### src/rtl/fca_pkg.sv
// Shared types and constants for the FAT12 cluster chain allocator.
package fca_pkg;

	localparam int ENTRY_W = 12;
	localparam int SIZE_W  = 22;

	localparam logic [ENTRY_W-1:0] END_OF_CHAIN       = 12'hFFF;
	localparam logic [ENTRY_W-1:0] LAST_CLUSTER_RESET = 12'd2848;
	localparam logic [ENTRY_W-1:0] FIRST_CLUSTER      = 12'd2;
	localparam logic [SIZE_W-1:0]  FREE_BYTES_MAX     = 22'h3FFFFF;

	typedef enum logic [1:0] {
		MODE_WRITE = 2'd0,
		MODE_READ  = 2'd1,
		MODE_ALLOC = 2'd2,
		MODE_NOP   = 2'd3
	} fca_mode_t;

	typedef struct packed {
		fca_mode_t          mode;
		logic [ENTRY_W-1:0] entry_index;
		logic [ENTRY_W-1:0] entry_value;
		logic [SIZE_W-1:0]  file_size;
	} fca_req_t;

	typedef struct packed {
		logic [ENTRY_W-1:0] read_value;
		logic [ENTRY_W-1:0] first_cluster;
		logic [SIZE_W-1:0]  free_bytes;
		logic               status;
	} fca_rsp_t;

	// controller -> datapath
	typedef struct packed {
		logic clear;
		logic capture;
		logic wr_entry;
		logic rd_entry;
		logic issue_cnt;
		logic calc_bytes;
		logic init_alloc;
		logic issue_alloc;
		logic wr_eoc;
		logic load_rsp;
	} fca_cmd_t;

	// datapath -> controller
	typedef struct packed {
		logic      clear_last;
		fca_mode_t mode;
		logic      top_reached;
		logic      need_alloc;
		logic      alloc_done;
	} fca_stat_t;

endpackage

### src/rtl/fca_ctrl.sv
// Sequencer for the FAT12 allocator: clear sweep, entry access, count and allocate scans.
module fca_ctrl (
	input  logic                clk,
	input  logic                arst_n,
	input  logic                req_valid,
	output logic                req_stall,
	input  fca_pkg::fca_mode_t  req_mode,
	output logic                rsp_valid,
	input  logic                rsp_stall,
	input  fca_pkg::fca_stat_t  stat,
	output fca_pkg::fca_cmd_t   cmd
);
	import fca_pkg::*;

	typedef enum logic [3:0] {
		S_CLEAR,
		S_IDLE,
		S_EXEC,
		S_CNT,
		S_MUL,
		S_TEST,
		S_ALLOC,
		S_EOC,
		S_DONE
	} state_t;

	state_t state_q, state_nx;
	logic   rsp_valid_q;

	assign req_stall = (state_q != S_IDLE);
	assign rsp_valid = rsp_valid_q;

	// next state and commands
	always_comb begin
		state_nx = state_q;
		cmd      = '0;
		unique case (state_q)
			S_CLEAR: begin
				cmd.clear = 1'b1;
				if (stat.clear_last) begin
					state_nx = S_IDLE;
				end
			end
			S_IDLE: begin
				if (req_valid) begin
					cmd.capture = 1'b1;
					unique case (req_mode)
						MODE_WRITE, MODE_READ: state_nx = S_EXEC;
						MODE_ALLOC:            state_nx = S_CNT;
						default:               state_nx = S_DONE;
					endcase
				end
			end
			S_EXEC: begin
				cmd.wr_entry = (stat.mode == MODE_WRITE);
				cmd.rd_entry = (stat.mode == MODE_READ);
				state_nx     = S_DONE;
			end
			S_CNT: begin
				cmd.issue_cnt = !stat.top_reached;
				if (stat.top_reached) begin
					state_nx = S_MUL;
				end
			end
			S_MUL: begin
				cmd.calc_bytes = 1'b1;
				state_nx       = S_TEST;
			end
			S_TEST: begin
				if (stat.need_alloc) begin
					cmd.init_alloc = 1'b1;
					state_nx       = S_ALLOC;
				end else begin
					state_nx = S_DONE;
				end
			end
			S_ALLOC: begin
				if (stat.alloc_done) begin
					state_nx = S_EOC;
				end else begin
					cmd.issue_alloc = !stat.top_reached;
				end
			end
			S_EOC: begin
				cmd.wr_eoc = 1'b1;
				state_nx   = S_DONE;
			end
			S_DONE: begin
				// result register must be free or draining this cycle
				if (!rsp_valid_q || !rsp_stall) begin
					cmd.load_rsp = 1'b1;
					state_nx     = S_IDLE;
				end
			end
			default: state_nx = S_IDLE;
		endcase
	end

	// state and result valid
	always_ff @(posedge clk or negedge arst_n) begin
		if (!arst_n) begin
			state_q     <= S_CLEAR;
			rsp_valid_q <= 1'b0;
		end else begin
			state_q <= state_nx;
			if (cmd.load_rsp) begin
				rsp_valid_q <= 1'b1;
			end else if (!rsp_stall) begin
				rsp_valid_q <= 1'b0;
			end
		end
	end

endmodule

### config.mk
export PLATFORM = sky130hd
export DESIGN_NAME = fca_ctrl
export DESIGN_NICKNAME = d
export VERILOG_FILES = /design/src/rtl/fca_pkg.sv /design/src/rtl/fca_ctrl.sv
export SDC_FILE = /design/constraint.sdc
export NUM_CORES = 1
export LEC_CHECK = 0
export ABC_CLOCK_PERIOD_IN_PS = 1500
export BUFFER_PORTS_ARGS = -buffer_cell sky130_fd_sc_hd__clkbuf_2
export CAP_MARGIN = 20
export CORE_AREA = 3 3 40 42
export DETAILED_ROUTE_END_ITERATION = 12
export DIE_AREA = 0 0 43 45
export PLACE_DENSITY = 0.69
export REMOVE_ABC_BUFFERS = 1
export SLEW_MARGIN = 10
export SYNTH_ARGS = -nofsm -noshare
export SYNTH_HDL_FRONTEND = slang
export SYNTH_SLANG_ARGS = --single-unit
export TNS_END_PERCENT = 20
### constraint.sdc
create_clock -name clk -period 1.5 [get_ports clk]
set_input_delay 0.225 -clock clk [delete_from_list [all_inputs] [get_ports clk]]
set_output_delay 0.225 -clock clk [all_outputs]
set_load 0.05 [all_outputs]
# [After elaboration in Yosys (flattened, before gate mapping)]
# Cells that the tools add are included.
[totals] reg_bits=5 latch_bits=0 ram_bits=0 romBits=0 in_bits=12 output_inout_bits=12 elab_cells=53 memories=0
[op_classes] addsub=0 multipliers=0 div_mod_pow=0 order_cmp=0 n_eq_ne=18 n_shift=0 n_mux=23 bitwise_logic=0 reduce_logical=10
[op_table] operator="one-hot mux 4 bit (8 select lines)" n=1
[op_table] operator="2-to-1 mux 4 bit" n=6
[op_table] operator="== test 4 x 3 -> 1 bit, second input constant" n=4
[op_table] operator="2-to-1 mux 1 bit" n=14
[op_table] operator="!= test 2 bit, second input constant" n=5
[op_table] operator="== test 4 x 2 -> 1 bit, second input constant" n=2
[op_table] operator="one-hot mux 4 bit (2 select lines)" n=1
[op_table] operator="AND reduction 5 bit" n=1
[op_table] operator="== test 2 x 1 -> 1 bit, second input constant" n=2
[op_table] operator="== test 4 x 1 -> 1 bit, second input constant" n=1
[op_table] operator="== test 4 bit, second input constant" n=1
[op_table] operator="logical NOT 2 bit" n=2
[op_table] operator="logical NOT 4 bit" n=1
[op_table] operator="!= test 4 x 1 -> 1 bit, second input constant" n=1
[op_table] operator="OR reduction 2 bit" n=2
[op_table] operator="logical NOT 1 bit" n=3
[op_table] operator="== test 2 bit, second input constant" n=1
[op_table] operator="2-to-1 mux 2 bit" n=1
[op_table] operator="!= test 2 x 1 -> 1 bit, second input constant" n=1
[op_table] operator="logical OR 1 bit" n=1

# [Logic depth before layout (Yosys ltp)]
[logic_depth] word_depth=5 depth_mapped=5 mapped_depth_nobuf=4

# [Least setup slack after synthesis]
# OpenSTA, ideal clock, no wires.
[synth_path] kind="reg-to-output" startpoint="register state_q[1]" endpoint="output cmd[7] (netlist name)" arrival_ns=2.385 required_time_ns=1.275 slack_ns=-1.110 path_stages_with_launch=4 path_buffers=1 path_cell_list="dfrtp_1 -> clkbuf_1 -> nand2b_1 -> nor4b_1"
[synth_lines] element="start, declared" line="fca_ctrl.sv:27" source="state_t state_q, state_nx;"
[synth_lines] element="start signal, assigned" line="fca_ctrl.sv:105" source="state_q <= state_nx;"
[synth_lines] element="end, declared" line="fca_ctrl.sv:11" source="output fca_pkg::fca_cmd_t cmd"

==> summary.txt <==
Status
  – Status: finished with violations
  – Failing checks: setup timing

Synth
  – Ys flop type: dfrtp_1
  – Largest area contributor in the netlist: dfrtp_1
  – Syn Area/Cell: 7.53 um2
  – Mapped cell area: 444 um2
  – Post-Syn Instances: 59
  – Post-synth top cells: 6 x nand2_1, 5 x dfrtp_1, 5 x nor2_1, 5 x o21ai_0, 4 x inv_1
  – EDFF count, synth: 0
  – Count leader, synth: nand2_1
  – Library cells used by synthesis: 28
  – Async SR Flop Fraction: 1.00
  – Yosys reg bits: 5
  – Sequential-to-total area share from yosys stat: 0.282
  – Yosys warnings: 0
  – Synth top area share: 0.282
  – Ranking of synthesized cells by area: dfrtp_1 28%, o21ai_0 5.6%, nand2_1 5.1%

STA
  – Worst Max-Slew Pin Slew: 0.278 ns
  – Hold slack: 0.287 ns
  – Worst rel slew slack: 0.815
  – Peak Freq: 0.590 GHz
  – Crit path time final: 1.69 ns
  – Tcrit/Tclk final: 1.13
  – Unrepaired setup endpoints after global routing: yes
  – Worst Clk Skew: 0.00708 ns
  – Setup-failing EPs final: 11
  – Fin. max-slew vios: 0
  – Final hold violation count: 0
  – Final WS setup: -0.194 ns

Worst setup path
  – Crit path kind: reg -> out
  – R2r setup slk: -0.15 ns
  – WP data required: 1.27 ns
  – R2R cell count: 5
  – Arr. time, crit path: 1.47 ns
  – Crit. End Element: output pin
  – CP Max Fanout: 2
  – FF-to-FF Start: state_q[2]
  – Startpoint class of the critical path: register
  – Worst R2R End: state_q[0]

Global route
  – First-pass GRT wire length: 2400 um
  – Gr usage total: 0.160
  – Initial antenna violation count: 0
  – Number of global-route vias before repair: 597
  – GRT overflow: 0
  – Pin count of the biggest net entering global routing: 15

Final layout
  – Area growth syn-to-layout: 75.2%
  – Multi-input gate area in the final layout: 352 um2
  – Fillers: 110
  – Ant diodes: 0
  – Layout cells sized above 1: 0.489
  – # nets final: 103
  – Post-route design area: 778 um2
  – End-of-flow core utilization: 0.606
  – Sequential Area: 125 um2

Clock tree
  – Root buffer cell: clkbuf_4
  – Later-pin clock latency in the skew report: 0.24 ns
  – Total CTS buffers: 3
  – Clock sinks: 5
  – Worst-path clk slew: 0.05 ns
  – Max H-tree Level: 1
  – CTS tree: built
  – Clk buf depth: 2

Drt
  – Post-route ant nets: 0
  – Iter 0 DRT Violations: 8
  – DRC: 0
  – TritonRoute pass-1 iters: 4
  – Vias per cell: 5.48
  – Wirelength, routed: 1530 um
  – DR WL/cell: 14.5 um
  – Vias: 575

Hold path
  – Min-delay src: rsp_stall
  – Hold EP: rsp_valid
  – Hold crit path type: in -> reg
  – Hold path depth: 3

Power and ir drop
  – Worst VDD drop: 0.673 mV
  – Leakage: 0.360 nW
  – Power Internal: 0.000794 W
  – Sequential power share: 0.145
  – Clk pwr share: 0.091
  – Power share of the combinational group: 0.764
  – Switch share: 0.521
  – PD cells: 2130 mW/mm2
  – Net Sw Power: 0.000864 W

Place
  – DP Area: 602 um2
  – Place WS: -0.0617 ns
  – I/O Buffers: 23
  – Dpl hpwl: 996 um
  – RePlAce Congestion: 0.782

Die
  – Die Wd: 43 um
  – Die Y: 45 um
  – Initial Utilization: 0.346
  – Num ports: 24
  – Core area: 0.00128 mm2
  – Cell row count: 13
  – Die ar.: 0.00194 mm2

Flow run
  – Max_cap viols: 0
[layout by cell type, fill, tap and decap left out, types with 2 or more instances in the layout]
cell type and instances:
a31oi_1 3, dfrtp_1 5, nand2_1 6, nor2_1 4, clkbuf_8 4, o32ai_1 2, buf_4 10, o21ai_0 4
nor3b_1 2, buf_8 2, clkbuf_4 3, clkbuf_2 12, inv_1 4
[routing by layer]
layer / GRT usage / wire [um] / part of all wire / up-vias
met5: 0 / 0 / 0 / -
met2: 0.305 / 844 / 0.55 / 15
met1: 0.181 / 627 / 0.41 / 281
met3: 0.0199 / 53 / 0.035 / 0
met4: 0.0602 / 0 / 0 / 0
li1: - / - / - / 279
[how the worst max path moves through the flow]
stage	from	endpoint	depth (start not counted)
6_report	state_q[2]	cmd[0]	3
5_1_grt	state_q[0]	cmd[5]	4
4_1_cts	state_q[1]	cmd[0]	3
3_5_place_dp	state_q[1]	cmd[0]	3
3_3_place_gp	state_q[1]	cmd[0]	3
2_1_floorplan	state_q[0]	cmd[7]	2
[stage by stage]
| step | setup TNS (ns) | std cells | total power [W] |
|---|---|---|---|
| 2_1_floorplan | -5.04 | 56 | 0.000978 |
| 3_3_place_gp | -0.0278 | 99 | 0.00127 |
| 3_5_place_dp | -0.0617 | 99 | 0.00129 |
| 4_1_cts | -1.12 | 105 | 0.00158 |
| 5_1_grt | -1.89 | 105 | 0.00176 |
| 6_report | -0.984 | 105 | 0.00166 |
[worst max-delay path, cell delays in order (launching register included)]
cell and delay (ns):
dfrtp_1 0.39, or4b_4 0.55, a21oi_4 0.14, buf_8 0.16
[sequential cells by signal (all words and copies together), names as in the netlist]
register / flops
state_q: 4
rsp_valid: 1
[what timing repair did]
action                                  in CTS  in global routing
hold buffers                                 1                  0
endpoints found under the hold margin        5                  0
gates resized for setup                     22                 17
pin swaps                                    1                  0
endpoints found under the setup margin      11                 15
buffers inserted                             1                  0
[layout make-up]
cell class                 count  share of cell area
multi-input combinational     47               0.452
timing repair buffer          30               0.310
sequential                     5               0.161
clock buffer                   4              0.0338
tap                           15              0.0241
inverter                       4              0.0193
[kinds of logic (layout without fill, tap and decap cells)]
kind of cell    after synthesis  count (layout)  synth area share
flops                         5               5             0.282
compound gates               16              16             0.237
mux                           1               1            0.0225
simple gates                 29              29             0.375
buf+inv                       7              38            0.0648
xor+xnor                      1               1            0.0197
[power groups by stage]
stage               sequential [W]  clock [W]  combinational [W]
floorplan                 0.000325          0           0.000653
global placement          0.000227          0            0.00104
detailed placement        0.000230          0            0.00106
CTS                       0.000232   0.000157            0.00119
global route              0.000249   0.000162            0.00135
finish                    0.000241   0.000151            0.00127
No activity file was read; power rests on OpenSTA's default activity.
